--- src/rtl/sdmd_pkg.sv ---
// ----------------------------------------------------------------------------
// sdmd_pkg
// Shared widths, register indexes and pipeline stage types of the
// sigma-delta motion detector.
// ----------------------------------------------------------------------------
package sdmd_pkg;

  // Field widths.
  localparam int PIX_W  = 8;
  localparam int IDX_W  = 17;
  localparam int AMP_W  = 4;
  localparam int PROD_W = PIX_W + AMP_W;
  localparam int MEM_W  = 2 * PIX_W;

  // Configuration register indexes (word address).
  localparam logic [1:0] REG_VAR_MIN = 2'd0;
  localparam logic [1:0] REG_VAR_MAX = 2'd1;
  localparam logic [1:0] REG_AMP     = 2'd2;

  // Stage 1: item as accepted, state read in flight.
  typedef struct packed {
    logic             first;
    logic             in_range;
    logic [IDX_W-1:0] idx;
    logic [PIX_W-1:0] pix;
  } s1_t;

  // Stage 2: background updated, difference known.
  typedef struct packed {
    logic             act;
    logic             first;
    logic [IDX_W-1:0] idx;
    logic [PIX_W-1:0] bg;
    logic [PIX_W-1:0] diff;
    logic [PIX_W-1:0] var_cand;
    logic             fwd1;
    logic             fwd3;
  } s2_t;

  // Stage 3: variance target known.
  typedef struct packed {
    logic              act;
    logic              first;
    logic [IDX_W-1:0]  idx;
    logic [PIX_W-1:0]  bg;
    logic [PIX_W-1:0]  diff;
    logic [PROD_W-1:0] prod;
    logic [PIX_W-1:0]  var_cand;
    logic              fwd1;
  } s3_t;

  // Background tap of an item that has not yet been written back.
  typedef struct packed {
    logic             act;
    logic [IDX_W-1:0] idx;
    logic [PIX_W-1:0] bg;
  } tap_t;

  // State write of one item.
  typedef struct packed {
    logic             en;
    logic [IDX_W-1:0] idx;
    logic [PIX_W-1:0] bg;
    logic [PIX_W-1:0] variance;
  } wb_t;

endpackage

--- src/rtl/sdmd_bg_unit.sv ---
// ----------------------------------------------------------------------------
// sdmd_bg_unit
// Stage 1 to stage 2: resolves the stored state against items still in
// flight, moves the background one step toward the pixel (first frame: the
// pixel itself) and forms the absolute difference.
// ----------------------------------------------------------------------------
module sdmd_bg_unit import sdmd_pkg::*; (
  input  logic             clk,
  input  logic             rst_n,
  input  logic             adv,
  input  logic             s1_valid,
  input  s1_t              s1,
  input  logic [MEM_W-1:0] ram_data,
  input  tap_t             s3_tap,
  input  wb_t              wb,
  output logic             s2_valid,
  output s2_t              s2
);

  logic             s2_valid_r;
  s2_t              s2_r;
  s2_t              s2_nxt;
  logic             hit2;
  logic             hit3;
  logic             hitwb;
  logic [PIX_W-1:0] bg_old;
  logic [PIX_W-1:0] bg_new;

  // Match against the three older items whose writes the read missed.
  assign hit2  = s2_valid_r && s2_r.act && (s2_r.idx == s1.idx);
  assign hit3  = s3_tap.act && (s3_tap.idx == s1.idx);
  assign hitwb = wb.en && (wb.idx == s1.idx);

  // Newest background wins.
  always_comb begin
    if (hit2) begin
      bg_old = s2_r.bg;
    end else if (hit3) begin
      bg_old = s3_tap.bg;
    end else if (hitwb) begin
      bg_old = wb.bg;
    end else begin
      bg_old = ram_data[MEM_W-1:PIX_W];
    end
  end

  // One step toward the pixel, then the difference.
  always_comb begin
    if (s1.first) begin
      bg_new = s1.pix;
    end else if (bg_old < s1.pix) begin
      bg_new = bg_old + 8'd1;
    end else if (bg_old > s1.pix) begin
      bg_new = bg_old - 8'd1;
    end else begin
      bg_new = bg_old;
    end

    s2_nxt.act      = s1.in_range;
    s2_nxt.first    = s1.first;
    s2_nxt.idx      = s1.idx;
    s2_nxt.bg       = bg_new;
    s2_nxt.diff     = (bg_new > s1.pix) ? (bg_new - s1.pix) : (s1.pix - bg_new);
    s2_nxt.var_cand = hitwb ? wb.variance : ram_data[PIX_W-1:0];
    // The variance of a newer match is picked up later in the pipeline.
    s2_nxt.fwd1     = hit2;
    s2_nxt.fwd3     = !hit2 && hit3;
  end

  // Stage 2 register.
  always_ff @(posedge clk) begin
    if (!rst_n) begin
      s2_valid_r <= 1'b0;
    end else if (adv) begin
      s2_valid_r <= s1_valid;
    end
  end

  always_ff @(posedge clk) begin
    if (adv) begin
      s2_r <= s2_nxt;
    end
  end

  assign s2_valid = s2_valid_r;
  assign s2       = s2_r;

endmodule

--- config.mk ---
export PLATFORM = sky130hd
export DESIGN_NAME = sdmd_bg_unit
export DESIGN_NICKNAME = d
export VERILOG_FILES = /design/src/rtl/sdmd_pkg.sv /design/src/rtl/sdmd_bg_unit.sv
export SDC_FILE = /design/constraint.sdc
export NUM_CORES = 1
export LEC_CHECK = 0
export BUFFER_PORTS_ARGS = -buffer_cell sky130_fd_sc_hd__buf_4
export CELL_PAD_IN_SITES_DETAIL_PLACEMENT = 0
export CELL_PAD_IN_SITES_GLOBAL_PLACEMENT = 1
export CORE_AREA = 3 3 108 110
export DETAILED_ROUTE_END_ITERATION = 10
export DIE_AREA = 0 0 111 113
export PLACE_DENSITY = 0.78
export SLEW_MARGIN = 0
export SYNTH_ARGS = -nofsm -noshare
export SYNTH_HDL_FRONTEND = slang
export SYNTH_SLANG_ARGS = --single-unit
export TNS_END_PERCENT = 100
--- constraint.sdc ---
create_clock -name clk -period 6.25 [get_ports clk]
set_clock_uncertainty 0.2 [all_clocks]
set_input_delay 0.9375 -clock clk [delete_from_list [all_inputs] [get_ports clk]]
set_output_delay 0.9375 -clock clk [all_outputs]
set_load 0.01 [all_outputs]
* After elaboration in Yosys (flattened, before gate mapping)
Index checks and enable logic that the tools add are counted.
** Storage, ports and cells
- Register bits after elaboration :: 46
- Logic and storage cells :: 33
- Output and inout port bits :: 46
- Bits of input ports :: 107
** Cells by class
- Reduce and logical (&&, ||, !) cells :: 6
- Eq/ne operators :: 3
- $lt $le $gt $ge :: 3
- Add/sub/neg operators :: 4
- Mux-type cells :: 8
** Operators with widths (count)
- 8-bit two-way mux :: 8
- 17-bit == test :: 3
- 8-bit greater-than comparator :: 2
- 8-bit subtractor :: 2
- 8-bit by 1-bit adder with 8-bit output, second input constant :: 1
- 8-bit less-than comparator :: 1
- 8-bit by 1-bit subtractor with 8-bit output, second input constant :: 1
- 1-bit logical AND :: 5
- 1-bit zero test :: 1

* Logic depth before layout (Yosys ltp)
- Depth after elaboration :: 11
- Mapped depth :: 31

* Least setup slack after synthesis
OpenSTA, ideal clock, no wires.
- Path kind :: input to register
- Start :: in s1[16] in the netlist's numbering
- End :: reg s2_r (netlist bit s2[15]) (data pin)
- Path buffers :: 2
- Setup slack :: -0.547 ns
- Library setup time :: 0.264 ns
- Required time :: 5.786 ns
- Cell stages on the path :: 31
- Arrival time :: 6.333 ns
- Path through :: xor2_1 -> nor4_2 -> nand3_1 -> or2_0 -> clkbuf_2 -> buf_2 -> mux2i_1 -> a21oi_1 -> mux2i_4 -> inv_1 -> ha_1 -> nand4_1 -> o21bai_1 -> and2_1 -> nor3_1 -> xnor2_1 -> o21ai_0 -> inv_1 -> ha_1 -> inv_1 -> fa_1 -> a21o_1 -> a21o_1 -> a21o_1 -> a21o_1 -> a21o_1 -> a21oi_1 -> a41oi_2 -> mux2_2 -> a221oi_1 -> xnor2_1
** RTL lines
- from (decl) :: line sdmd_bg_unit.sv:12 : input s1_t s1,
- to (signal assigned) :: line sdmd_bg_unit.sv:81 : s2_r <= s2_nxt;
- to (decl) :: line sdmd_bg_unit.sv:21 : s2_t s2_r;

==> summary.md <==
| Metric | Value |
|---|---|
| Post-synthesis compound-gate area fraction | `13.5%` |
| First-pass GRT wire length | `17.9 mm` |
| Met1 GRT Util | `a little under a quarter` |
| Max_slew headroom | `roughly 58%` |
| Maximum number of pins on one net before global-route repair | `47` |
| FMAX | `154 MHz` |
| Overflow after GRT | `0` |
| NumNets Final | `just under 700` |
| RSZ-0062 raised after global routing | `yes` |
| 1st-iter DRT viols | `101` |
| Synth area leaders | `edfxtp_1 38%, xor2_1 12%, ha_1 8.8%` |
| Sequential Area | `about 1400 µm²` |
| Initial antenna violation count | `0` |
| Adder-cell area share of the yosys netlist | `about a tenth` |
| # clock sinks | `between 40 and 50` |
| Hold crit path type | `reg2reg` |
| Area of the multi-input gates | `2410 µm²` |
| Post-synthesis sequential area ratio | `~39%` |
| CTS buffer count | `5` |
| Average cell area after synthesis | `about 11 µm²` |
| Leak Pwr | `approximately 2.7 nW` |
| Antenna-violating nets left | `0` |
| Failing checks | `setup timing` |
| Die Y | `roughly 110 µm` |
| Critical Path Fanout Max | `7` |
| Clk buf depth | `2` |
| Outcome | `finished with violations` |
| CTS tree | `yes` |
| Critical path's largest stage delay | `0.37 ns` |
| DIE WIDTH | `between 100 and 150 µm` |
| Final HPWL DP | `9.31 mm` |
| Detailed Routing Iterations Pass 1 | `4` |
| Delay-heaviest family, CP | `compound AO/OA/AOI/OAI gates` |
| Async S/R FF share, synth | `0%` |
| Cell variety after synth | `53` |
| Drt via density | `around 4.8` |
| Row count | `38` |
| Power Total | `1.00 mW` |
| Fillers | `approximately 940` |
| GRT Total Usage | `between 10% and 20%` |
| Layout area overhead | `69.5%` |
| Starting Density | `between 30 and 40%` |
| Diodes inserted | `0` |
| Largest family of logic cells by synthesized area | `XOR/XNOR gates` |
| Area of the mapped netlist | `around 3600 µm²` |
| Critical Path Most Common Cell | `a21o_1` |
| Core area | `about 11000 µm²` |
| Global route hottest layer | `met2` |
| Detailed-route via count | `between 3000 and 4000` |
| DRC Markers | `0` |
| Clock Latency Late Sink | `approximately 0.3 ns` |
| Synth Area in Simple Gates | `a little over a tenth` |
| Drt total wl | `11.8 mm` |
| Min Tclk post-route | `about 6.5 ns` |
| Number of synthesized flops with an enable pin | `45` |
| Final setup viols | `7` |
| CP Launch Type | `primary input` |
| Clock slew at reported path FFs | `0.09 ns` |
| H-tree levels | `2` |
| Dominant cell type by area after synthesis | `edfxtp_1` |
| Share of layout cells above drive strength 1 | `a little under three fifths` |
| Synth Area in XOR/XNOR | `between 15 and 20%` |
| CP Buf/Inv Count | `5` |
| # port buffers | `around 150` |
| Die ar. | `about 13000 µm²` |
| Power Density | `166 nW/µm²` |
| Final setup margin | `-0.241 ns` |
| Met2 usage in global routing | `just over 30%` |
| Ys Warns | `0` |
| WL/cell | `between 15 and 20 µm` |
| Placer Congestion | `between 0.8 and 0.9` |
| Met3 Usage GRT | `3.58%` |
| Top cell type's share of synthesized area | `between 30% and 40%` |
| Critical-path top delay cell | `nor4_2` |
| Ys flop type | `edfxtp_1` |
| Setup total negative slack | `-1.02 ns` |
| Period utilization | `104%` |
| Placement Setup Slack | `-0.628 ns` |
| Peak VDD IR | `between 100 and 150 µV` |
| Commonest cells in the netlist | `49 x xor2_1, 45 x edfxtp_1, 25 x ha_1, 24 x inv_1, 17 x mux2_2` |
| Vias in the first global route | `~3500` |
| Max Cap Viol | `0` |
| Post-synthesis mux area share | `8.26%` |
| Root buffer cell | `clkbuf_8` |
| Required time worst endpoint | `roughly 6 ns` |
| Critical Path End Type | `register` |
| Hold Vio Cnt, Final | `0` |
| Ports | `153` |
| Crit Path Class | `in2reg` |
| Actual slew at the worst max-slew pin | `between 0.6 and 0.7 ns` |
| Critical Path AT | `about 6.4 ns` |
| Most numerous cell in the Yosys netlist | `xor2_1` |
| Post-Synthesis Cells | `about 320` |
| Syn Nets | `roughly 460` |
| Flops & latches, synth | `between 40 and 50` |
| Slew Viols, Final | `0` |
## metal layers
metal,vias to the layer above,share of wire (%)
met5,-,0
met4,0,2.0
met3,19,5.1
met2,103,49
met1,1580,44
li1,1656,-
## report_power, final
group	internal [mW]	switching, mW
Sequential	0.380	0.0173
Combinational	0.230	0.181
Clock	0.0895	0.103
## cell type report
| type | instances | share of cell area, % |
|---|---|---|
| well taps | 140 | 2.90 |
| clock inverters | 1 | 0.0830 |
| multi-input cells | 247 | 40.0 |
| flip-flops and latches | 46 | 22.7 |
| inverters | 25 | 1.56 |
| repair buffers | 237 | 31.3 |
| clock buffers | 7 | 1.43 |
## worst min-delay path: cells and delay by family, from the launching register on
family,cells,cell delay [ns]
flip-flops,1,0.33
multiplexers,1,0.13
AND/OR/NAND/NOR,1,0.06
## final timing paths
check / slack [ns] / to / start / cells past startpoint
setup / recovery: -0.24 / s2[15] / wb[16] / 31
hold / removal: 0.36 / s2_valid / s2_valid / 2
setup reg to reg: 0.15 / s2[15] / s2[34] / 29
hold reg to reg: 0.36 / s2_valid / s2_valid / 2
## timing repair
| action | in CTS | in global routing |
|---|---|---|
| setup buffers | 9 | 14 |
| resized for setup | 32 | 34 |
| hold endpoints to repair | 0 | 0 |
| setup endpoints to repair | 7 | 7 |
| hold buffers | 0 | 0 |
| pin swaps | 33 | 43 |
## flip-flops by register name, indices dropped and copies added, names as in the netlist
| signal | cells |
|---|---|
| s2_valid | 1 |
| s2 | 45 |
## cells by family after synthesis
family | count (synthesis)
AND/OR/NAND/NOR | 67
AO/OA/AOI/OAI | 64
XOR/XNOR | 63
flip-flops | 46
buffers and inverters | 31
adder cells (fa/ha/maj) | 27
multiplexers | 26
## stage by stage
step / area (µm²) / std cells / util, % / hold slack [ns]
2_1_floorplan: 3640 / 324 / - / 0.350
3_3_place_gp: 5410 / 672 / 50.1 / 0.330
3_5_place_dp: 5410 / 672 / 50.1 / 0.352
4_1_cts: 5710 / 689 / 52.9 / 0.358
5_1_grt: 6030 / 703 / 55.9 / 0.379
6_report: 6030 / 703 / 55.9 / 0.360
## layout by cell type (no fill, tap or decap), types with 8 or more instances in the layout
cell,synthesis,final
a21o_1,13,13
edfxtp_1,45,45
xnor2_1,13,13
xor2_1,49,45
buf_4,1,215
nor2_1,11,10
ha_4,0,8
buf_6,0,19
ha_1,25,15
inv_1,24,22
mux2_2,17,15
(Power assumes the default switching activity.)
