## src/rtl/sdmd_pkg.sv

```systemverilog
// ----------------------------------------------------------------------------
// sdmd_pkg
// Shared widths, register indexes and pipeline stage types of the
// sigma-delta motion detector.
// ----------------------------------------------------------------------------
package sdmd_pkg;

  // Field widths.
  localparam int PIX_W  = 8;
  localparam int IDX_W  = 17;
  localparam int AMP_W  = 4;
  localparam int PROD_W = PIX_W + AMP_W;
  localparam int MEM_W  = 2 * PIX_W;

  // Configuration register indexes (word address).
  localparam logic [1:0] REG_VAR_MIN = 2'd0;
  localparam logic [1:0] REG_VAR_MAX = 2'd1;
  localparam logic [1:0] REG_AMP     = 2'd2;

  // Stage 1: item as accepted, state read in flight.
  typedef struct packed {
    logic             first;
    logic             in_range;
    logic [IDX_W-1:0] idx;
    logic [PIX_W-1:0] pix;
  } s1_t;

  // Stage 2: background updated, difference known.
  typedef struct packed {
    logic             act;
    logic             first;
    logic [IDX_W-1:0] idx;
    logic [PIX_W-1:0] bg;
    logic [PIX_W-1:0] diff;
    logic [PIX_W-1:0] var_cand;
    logic             fwd1;
    logic             fwd3;
  } s2_t;

  // Stage 3: variance target known.
  typedef struct packed {
    logic              act;
    logic              first;
    logic [IDX_W-1:0]  idx;
    logic [PIX_W-1:0]  bg;
    logic [PIX_W-1:0]  diff;
    logic [PROD_W-1:0] prod;
    logic [PIX_W-1:0]  var_cand;
    logic              fwd1;
  } s3_t;

  // Background tap of an item that has not yet been written back.
  typedef struct packed {
    logic             act;
    logic [IDX_W-1:0] idx;
    logic [PIX_W-1:0] bg;
  } tap_t;

  // State write of one item.
  typedef struct packed {
    logic             en;
    logic [IDX_W-1:0] idx;
    logic [PIX_W-1:0] bg;
    logic [PIX_W-1:0] variance;
  } wb_t;

endpackage

```

## src/rtl/sdmd_var_unit.sv

```systemverilog
// ----------------------------------------------------------------------------
// sdmd_var_unit
// Stages 2 to 4: multiplies the difference by the amplification, steps and
// clamps the variance, decides motion, writes the state back and holds the
// result register.
// ----------------------------------------------------------------------------
module sdmd_var_unit import sdmd_pkg::*; (
  input  logic             clk,
  input  logic             rst_n,
  input  logic             adv,
  input  logic             s2_valid,
  input  s2_t              s2,
  input  logic [PIX_W-1:0] var_min,
  input  logic [PIX_W-1:0] var_max,
  input  logic [AMP_W-1:0] amp,
  output tap_t             s3_tap,
  output wb_t              wb,
  output wb_t              wr,
  output logic             out_valid,
  output logic             out_motion,
  output logic [PIX_W-1:0] out_diff
);

  logic             s3_valid_r;
  s3_t              s3_r;
  s3_t              s3_nxt;
  wb_t              wb_r;
  logic             out_valid_r;
  logic             out_motion_r;
  logic [PIX_W-1:0] out_diff_r;
  logic [PIX_W-1:0] var_old;
  logic [PIX_W-1:0] var_step;
  logic [PIX_W-1:0] var_hi;
  logic [PIX_W-1:0] var_new;

  // Stage 2 to 3: target product; an item two ahead is now in write-back.
  always_comb begin
    s3_nxt.act      = s2.act;
    s3_nxt.first    = s2.first;
    s3_nxt.idx      = s2.idx;
    s3_nxt.bg       = s2.bg;
    s3_nxt.diff     = s2.diff;
    s3_nxt.prod     = PROD_W'(amp) * PROD_W'(s2.diff);
    s3_nxt.var_cand = s2.fwd3 ? wb_r.variance : s2.var_cand;
    s3_nxt.fwd1     = s2.fwd1;
  end

  always_ff @(posedge clk) begin
    if (!rst_n) begin
      s3_valid_r <= 1'b0;
    end else if (adv) begin
      s3_valid_r <= s2_valid;
    end
  end

  always_ff @(posedge clk) begin
    if (adv) begin
      s3_r <= s3_nxt;
    end
  end

  // Stage 3: variance step with saturation, then upper and lower clamp; a first-frame item takes var_min.
  always_comb begin
    var_old = s3_r.fwd1 ? wb_r.variance : s3_r.var_cand;
    if (PROD_W'(var_old) < s3_r.prod) begin
      var_step = (var_old == 8'hFF) ? var_old : var_old + 8'd1;
    end else if (PROD_W'(var_old) > s3_r.prod) begin
      var_step = var_old - 8'd1;
    end else begin
      var_step = var_old;
    end
    var_hi  = (var_step > var_max) ? var_max : var_step;
    var_new = s3_r.first ? var_min : ((var_hi < var_min) ? var_min : var_hi);
  end

  // State write of the item leaving stage 3.
  assign wr.en       = adv && s3_valid_r && s3_r.act;
  assign wr.idx      = s3_r.idx;
  assign wr.bg       = s3_r.bg;
  assign wr.variance = var_new;

  // Write-back copy and result register.
  always_ff @(posedge clk) begin
    if (!rst_n) begin
      wb_r.en     <= 1'b0;
      out_valid_r <= 1'b0;
    end else if (adv) begin
      wb_r.en     <= s3_valid_r && s3_r.act;
      out_valid_r <= s3_valid_r;
    end
  end

  always_ff @(posedge clk) begin
    if (adv) begin
      wb_r.idx      <= s3_r.idx;
      wb_r.bg       <= s3_r.bg;
      wb_r.variance <= var_new;
      out_motion_r  <= s3_r.act && (s3_r.diff < var_new);
      out_diff_r    <= s3_r.act ? s3_r.diff : '0;
    end
  end

  assign s3_tap.act = s3_valid_r && s3_r.act;
  assign s3_tap.idx = s3_r.idx;
  assign s3_tap.bg  = s3_r.bg;
  assign wb         = wb_r;
  assign out_valid  = out_valid_r;
  assign out_motion = out_motion_r;
  assign out_diff   = out_diff_r;

`ifndef SYNTHESIS
  // An out-of-range pixel yields an all-zero result.
  a_out_of_range_zero: assert property (@(posedge clk) disable iff (!rst_n)
    adv && s3_valid_r && !s3_r.act |=> !out_motion_r && (out_diff_r == '0))
    else $error("out-of-range item gave a nonzero result");

  // A first-frame pixel has no difference and moves only with a nonzero floor.
  a_first_frame: assert property (@(posedge clk) disable iff (!rst_n)
    adv && s3_valid_r && s3_r.act && s3_r.first |=>
      (out_diff_r == '0) && (out_motion_r == (var_min != '0)))
    else $error("first-frame result wrong");

  // With ordered clamps, the stored variance stays inside them.
  a_var_clamped: assert property (@(posedge clk) disable iff (!rst_n)
    wr.en && (var_min <= var_max) |->
      (wr.variance >= var_min) && (wr.variance <= var_max))
    else $error("variance written outside its clamps");
`endif

endmodule

```

## config.mk

```make
export PLATFORM = sky130hd
export DESIGN_NAME = sdmd_var_unit
export DESIGN_NICKNAME = d
export VERILOG_FILES = /design/src/rtl/sdmd_pkg.sv /design/src/rtl/sdmd_var_unit.sv
export SDC_FILE = /design/constraint.sdc
export NUM_CORES = 1
export LEC_CHECK = 0
export ABC_AREA = 1
export BUFFER_PORTS_ARGS = -buffer_cell sky130_fd_sc_hd__buf_4
export CAP_MARGIN = 20
export CELL_PAD_IN_SITES_DETAIL_PLACEMENT = 1
export CELL_PAD_IN_SITES_GLOBAL_PLACEMENT = 1
export CORE_AREA = 2 2 127 129
export DETAILED_ROUTE_END_ITERATION = 12
export DIE_AREA = 0 0 129 131
export PLACE_DENSITY_LB_ADDON = 0.3
export SLEW_MARGIN = 20
export SYNTH_ARGS = -nofsm -noshare
export SYNTH_HDL_FRONTEND = slang
export SYNTH_SLANG_ARGS = --single-unit
```

## constraint.sdc

```tcl
create_clock -name clk -period 7.3 [get_ports clk]
set_clock_uncertainty 0.2 [all_clocks]
set_input_delay 0 -clock clk [delete_from_list [all_inputs] [get_ports clk]]
set_output_delay 0 -clock clk [all_outputs]
set_load 0.02 [all_outputs]
```

Yosys cells after proc, flatten, opt, wreduce, memory -nomap -nowiden
Cells that the tools add are included.
Widths: inputs -> output; s select.
- register bits after elaboration: 101
- latch bits: 0
- bits in writable memories: 0
- memory bits (read-only): 0
- output and inout bits: 104
- logic and storage cells: 37
- memories: 0
- add/sub/neg operators: 2
- multiply operators: 1
- div/mod/pow operators: 0
- order comparisons: 5
- equality and inequality tests: 1
- shifts and indexed selects: 0
- multiplexer cells: 8
- bitwise logic cells: 0
- reductions and logical operators: 4
- operator list (operator ; count):
    $mux 8 ; 8
    $lt 8x8->1 ; 2
    $gt 8x12->1 ; 1
    $lt 8x12->1 ; 1
    $mul 4x8->12 ; 1
    $add 8x1->8 const B ; 1
    $eq 8x8->1 const B ; 1
    $gt 8x8->1 ; 1
    $sub 8x1->8 const B ; 1
    $logic_and 1x1->1 ; 4

Depth between registers and ports, before layout
- depth in word-level cells: 11
- mapped depth: 44
- mapped depth without buffers: 41

Worst setup path after synthesis
Ideal clock, no wire load.
- kind: reg2reg
- start: register s3_r[0] in the netlist's numbering
- end: register out_motion_r, in the netlist out_motion (data pin)
- library setup time: 141 ps
- arrival time: 5026 ps
- required time: 6959 ps
- slack: 1934 ps
- stages on the path, launching flop included: 37
- path buffers: 3
- cells stage by stage: edfxtp_1 > buf_6 > inv_8 > or2_1 > o21ai_2 > inv_2 > ha_1 > nand2_1 > nand2_1 > nand2_1 > nand2_1 > nand2_2 > nand2_1 > nand4_1 > o32ai_1 > xor2_1 > ha_1 > a21oi_1 > nand3b_1 > nand3_1 > nand2_1 > clkbuf_1 > nand2_1 > o21ai_0 > ha_1 > a21oi_1 > nor2_1 > a211oi_1 > nand2_2 > nand2_4 > buf_6 > nand2_1 > o21ai_2 > ha_1 > a211oi_1 > nand3_1 > a21oi_2
- word-level cells in the longest chain between the ends: 11
- elaborated cells between the ends (all ways): 16
- classes of those cells: add/sub: 2; order compare: 5; eq/ne: 1; mux: 7; reduce/logical: 1
- RTL lines (item ; line ; text):
    start: declaration ; sdmd_var_unit.sv:25 ; s3_t s3_r;
    start signal: assignment ; sdmd_var_unit.sv:58 ; s3_r <= s3_nxt;
    $mux 8 * ; sdmd_var_unit.sv:64 ; var_old = s3_r.fwd1 ? wb_r.variance : s3_r.var_cand;
    $gt 8x12->1 (tied with other cells) ; sdmd_var_unit.sv:67 ; end else if (PROD_W'(var_old) > s3_r.prod) begin
    $mux 8, on equally long branches ; sdmd_var_unit.sv:67, sdmd_var_unit.sv:66 ;
    $mux 8 * ; sdmd_var_unit.sv:65 ; if (PROD_W'(var_old) < s3_r.prod) begin
    $gt 8x8->1 ; sdmd_var_unit.sv:72 ; var_hi = (var_step > var_max) ? var_max : var_step;
    $mux 8 * ; sdmd_var_unit.sv:72 ;
    $lt 8x8->1 ; sdmd_var_unit.sv:73 ; var_new = s3_r.first ? var_min : ((var_hi < var_min) ? var_min : var_hi);
    $mux 8 * (2 in a row) ; sdmd_var_unit.sv:73 ;
    $lt 8x8->1 * ; sdmd_var_unit.sv:98 ; out_motion_r <= s3_r.act && (s3_r.diff < var_new);
    $logic_and 1x1->1 * ; sdmd_var_unit.sv:98 ;
    end signal: assignment ; sdmd_var_unit.sv:98 ;
    end: declaration ; sdmd_var_unit.sv:29 ; logic out_motion_r;
Every way passes the cells marked *; elsewhere a longest branch is shown, timed or not.
A chain may end at the register's enable or synchronous reset.

==> results.cfg <==
[run_status]
status = complete, but fails checks
violations = negative hold slack

[drt]
vias = 4559
wirelength_um = 16000
drtIter0Drc = 147
ant_nets = 0
drc = 0
via_per_inst = 4.59
dr.pass1.iters = 4
wl_per_cell_um = 16.1

[clock_tree]
clock-root-buffer = clkbuf_16
cts.path.max_buffers = 2
insertion_delay_ns = 0.34
path_clk_slew_ns = 0.07
cts_buffers = 9
cts_setup_buffers = 0
htreeDepth = 3
cts_tree = done
clock-sinks = 101

[synth]
yosys_warnings = 0
ys_types = 38
syn_inst = 580
syn_nets = 709
ys_ff_latch = 101
avgSynthCellArea_um2 = 10.5
syn_area_um2 = 6090
yosysSeqAreaShare = 0.493
synthArstFlopShare = 0
ys.flop_type = edfxtp_1
synth_edf_count = 98

[power]
p_leak_nw = 4.02
powerDensity_nw_per_um2 = 236
ir_drop_uv = 134

[floorplanning]
core_area_um2 = 15600
fp.dieW_um = 129
die_height_um = 131
num_rows = 46
pin_count = 173
start_util = 0.390
dieArea_um2 = 16900

[setup_path]
critPathKind = reg2out
critPathArrivalTime_ns = 6.40
critPathRequiredTime_ns = 7.10
reg2reg_slack_ns = 0.90
path_max_fanout = 15
endpoint_kind = output pin
startpoint_type = register
cpPeakStageDelay_ns = 0.72
crit_path_frequent_cell = nand2_1
crit_slowest_cell = edfxtp_1

[global_routing]
grt-ovfl-total = 0
grtUsageTotal = 0.194
grt_start_max_net_pins = 52
antenna_found_initial = 0
grt_pass1_wl_um = 25000
grt_pass1_vias = 4870

[hold_path]
hp-class = in2reg

[final_layout]
final_cell_mix = buf_4, nand2_1, edfxtp_1
mostFrequentLayoutCell = buf_4
seqCellArea_um2 = 3000
nets = 902
fill_cells = 1695
antenna_cells = 0
multi_input_area_um2 = 2250
drive_gt1_frac = 0.318
final_cells = 993
syn_to_final_growth_pct = 35.1
fin_area_um2 = 8220

[place]
place_area_um2 = 7230
portBuffers = 172
pre_cts_slack_ns = 1.00
dp_cells = 910
gp_congestion = 0.900
dpl.hpwl_um = 12200

[run]
maxCapViolations = 0

[timing]
worstMarginPinSlew_ns = 0.680
period_needed_ns = 6.60
relSlewSlack = 0.547
finalSetupViolations = 0
finalCritPeriodShare = 0.904
whs_ns = -0.0103
final.setup.tns_ns = 0
fin_ws_ns = 0.697
max_freq_ghz = 0.151
rsz0062_at_grt = no
finalMaxSlewViolations = 0
hold_violations = 5
synthesized netlist by cell type, types with 4 or more instances:
library cell  number  share of area
nand3_1            8         0.0066
clkbuf_1           7         0.0043
xor2_1            12          0.017
buf_4             50          0.062
edfxtp_1          98           0.48
fa_1              12          0.039
nor2_1            16         0.0099
a21oi_1           21          0.017
ha_1              48          0.099
nand2_2           12          0.012
inv_1             96          0.059
nand2_1          111          0.068
nand2_4           11          0.020
inv_2              9         0.0055
nand4_1            4         0.0041
o21ai_2           11          0.016
mux2_2             6          0.011
o21ai_0           13          0.011
power by group:
| part | total (W) | internal, W | switching [W] | leakage (nW) |
|---|---|---|---|---|
| sequential | 0.000751 | 0.000714 | 0.0000363 | 0.986 |
| clock | 0.000507 | 0.000299 | 0.000209 | 0.152 |
| combinational | 0.000680 | 0.000276 | 0.000404 | 2.88 |
| total | 0.00194 | 0.00129 | 0.000649 | 4.02 |
worst max-delay path, delay by kind of cell (launching register included):
family / cells / cell delay [ns]
simple gates: 17 / 2.25
buf+inv: 6 / 1.15
compound gates: 5 / 1.04
fa+ha+maj: 3 / 0.91
flops: 1 / 0.72
flip-flops by register name (all words and copies together), names as in the netlist:
signal,flops
s3_r,31
wb,34
out_valid,1
out_motion,1
out_diff,8
s3_valid_r,1
s3_tap,25
metrics by stage:
stage | util | power [W]
floorplan | - | 0.00119
global placement | 0.464 | 0.00138
detailed placement | 0.464 | 0.00140
CTS | 0.527 | 0.00196
global route | 0.527 | 0.00206
finish | 0.527 | 0.00194
area by class of cell:
cell class	count	share of cell area
sequential	101	0.365
multi-input combinational	314	0.274
timing repair buffer	241	0.241
inverter	106	0.0493
tap	216	0.0329
clock buffer	9	0.0274
clock inverter	6	0.0105
routing by layer:
| metal | part of all wire | GRT usage | routed length (um) |
|---|---|---|---|
| met3 | 0.043 | 0.0395 | 690 |
| met5 | 0 | 0 | 0 |
| met1 | 0.42 | 0.233 | 6650 |
| met4 | 0.015 | 0.0531 | 241 |
| met2 | 0.53 | 0.356 | 8390 |
repair_timing:
action / in CTS / in global routing
endpoints found under the setup margin: 0 / 0
hold endpoints to repair: 57 / 0
hold buffers: 68 / 0
gates resized for setup: 0 / 0
path summary, 6_finish.rpt:
path	from	end	cells after the start
setup / recovery	s3_r[0]	wr[6]	31
hold / removal	adv	s3_tap[5]	1
setup reg to reg	s3_r[0]	out_motion	32
hold reg to reg	out_valid	out_valid	2
kinds of logic after synthesis:
family	share of synthesized area
multiplexers	0.0111
AO/OA/AOI/OAI	0.0557
flip-flops	0.493
XOR/XNOR	0.0201
adder cells (fa/ha/maj)	0.138
AND/OR/NAND/NOR	0.145
buffers and inverters	0.136
No activity file was read; power rests on OpenSTA's default activity.
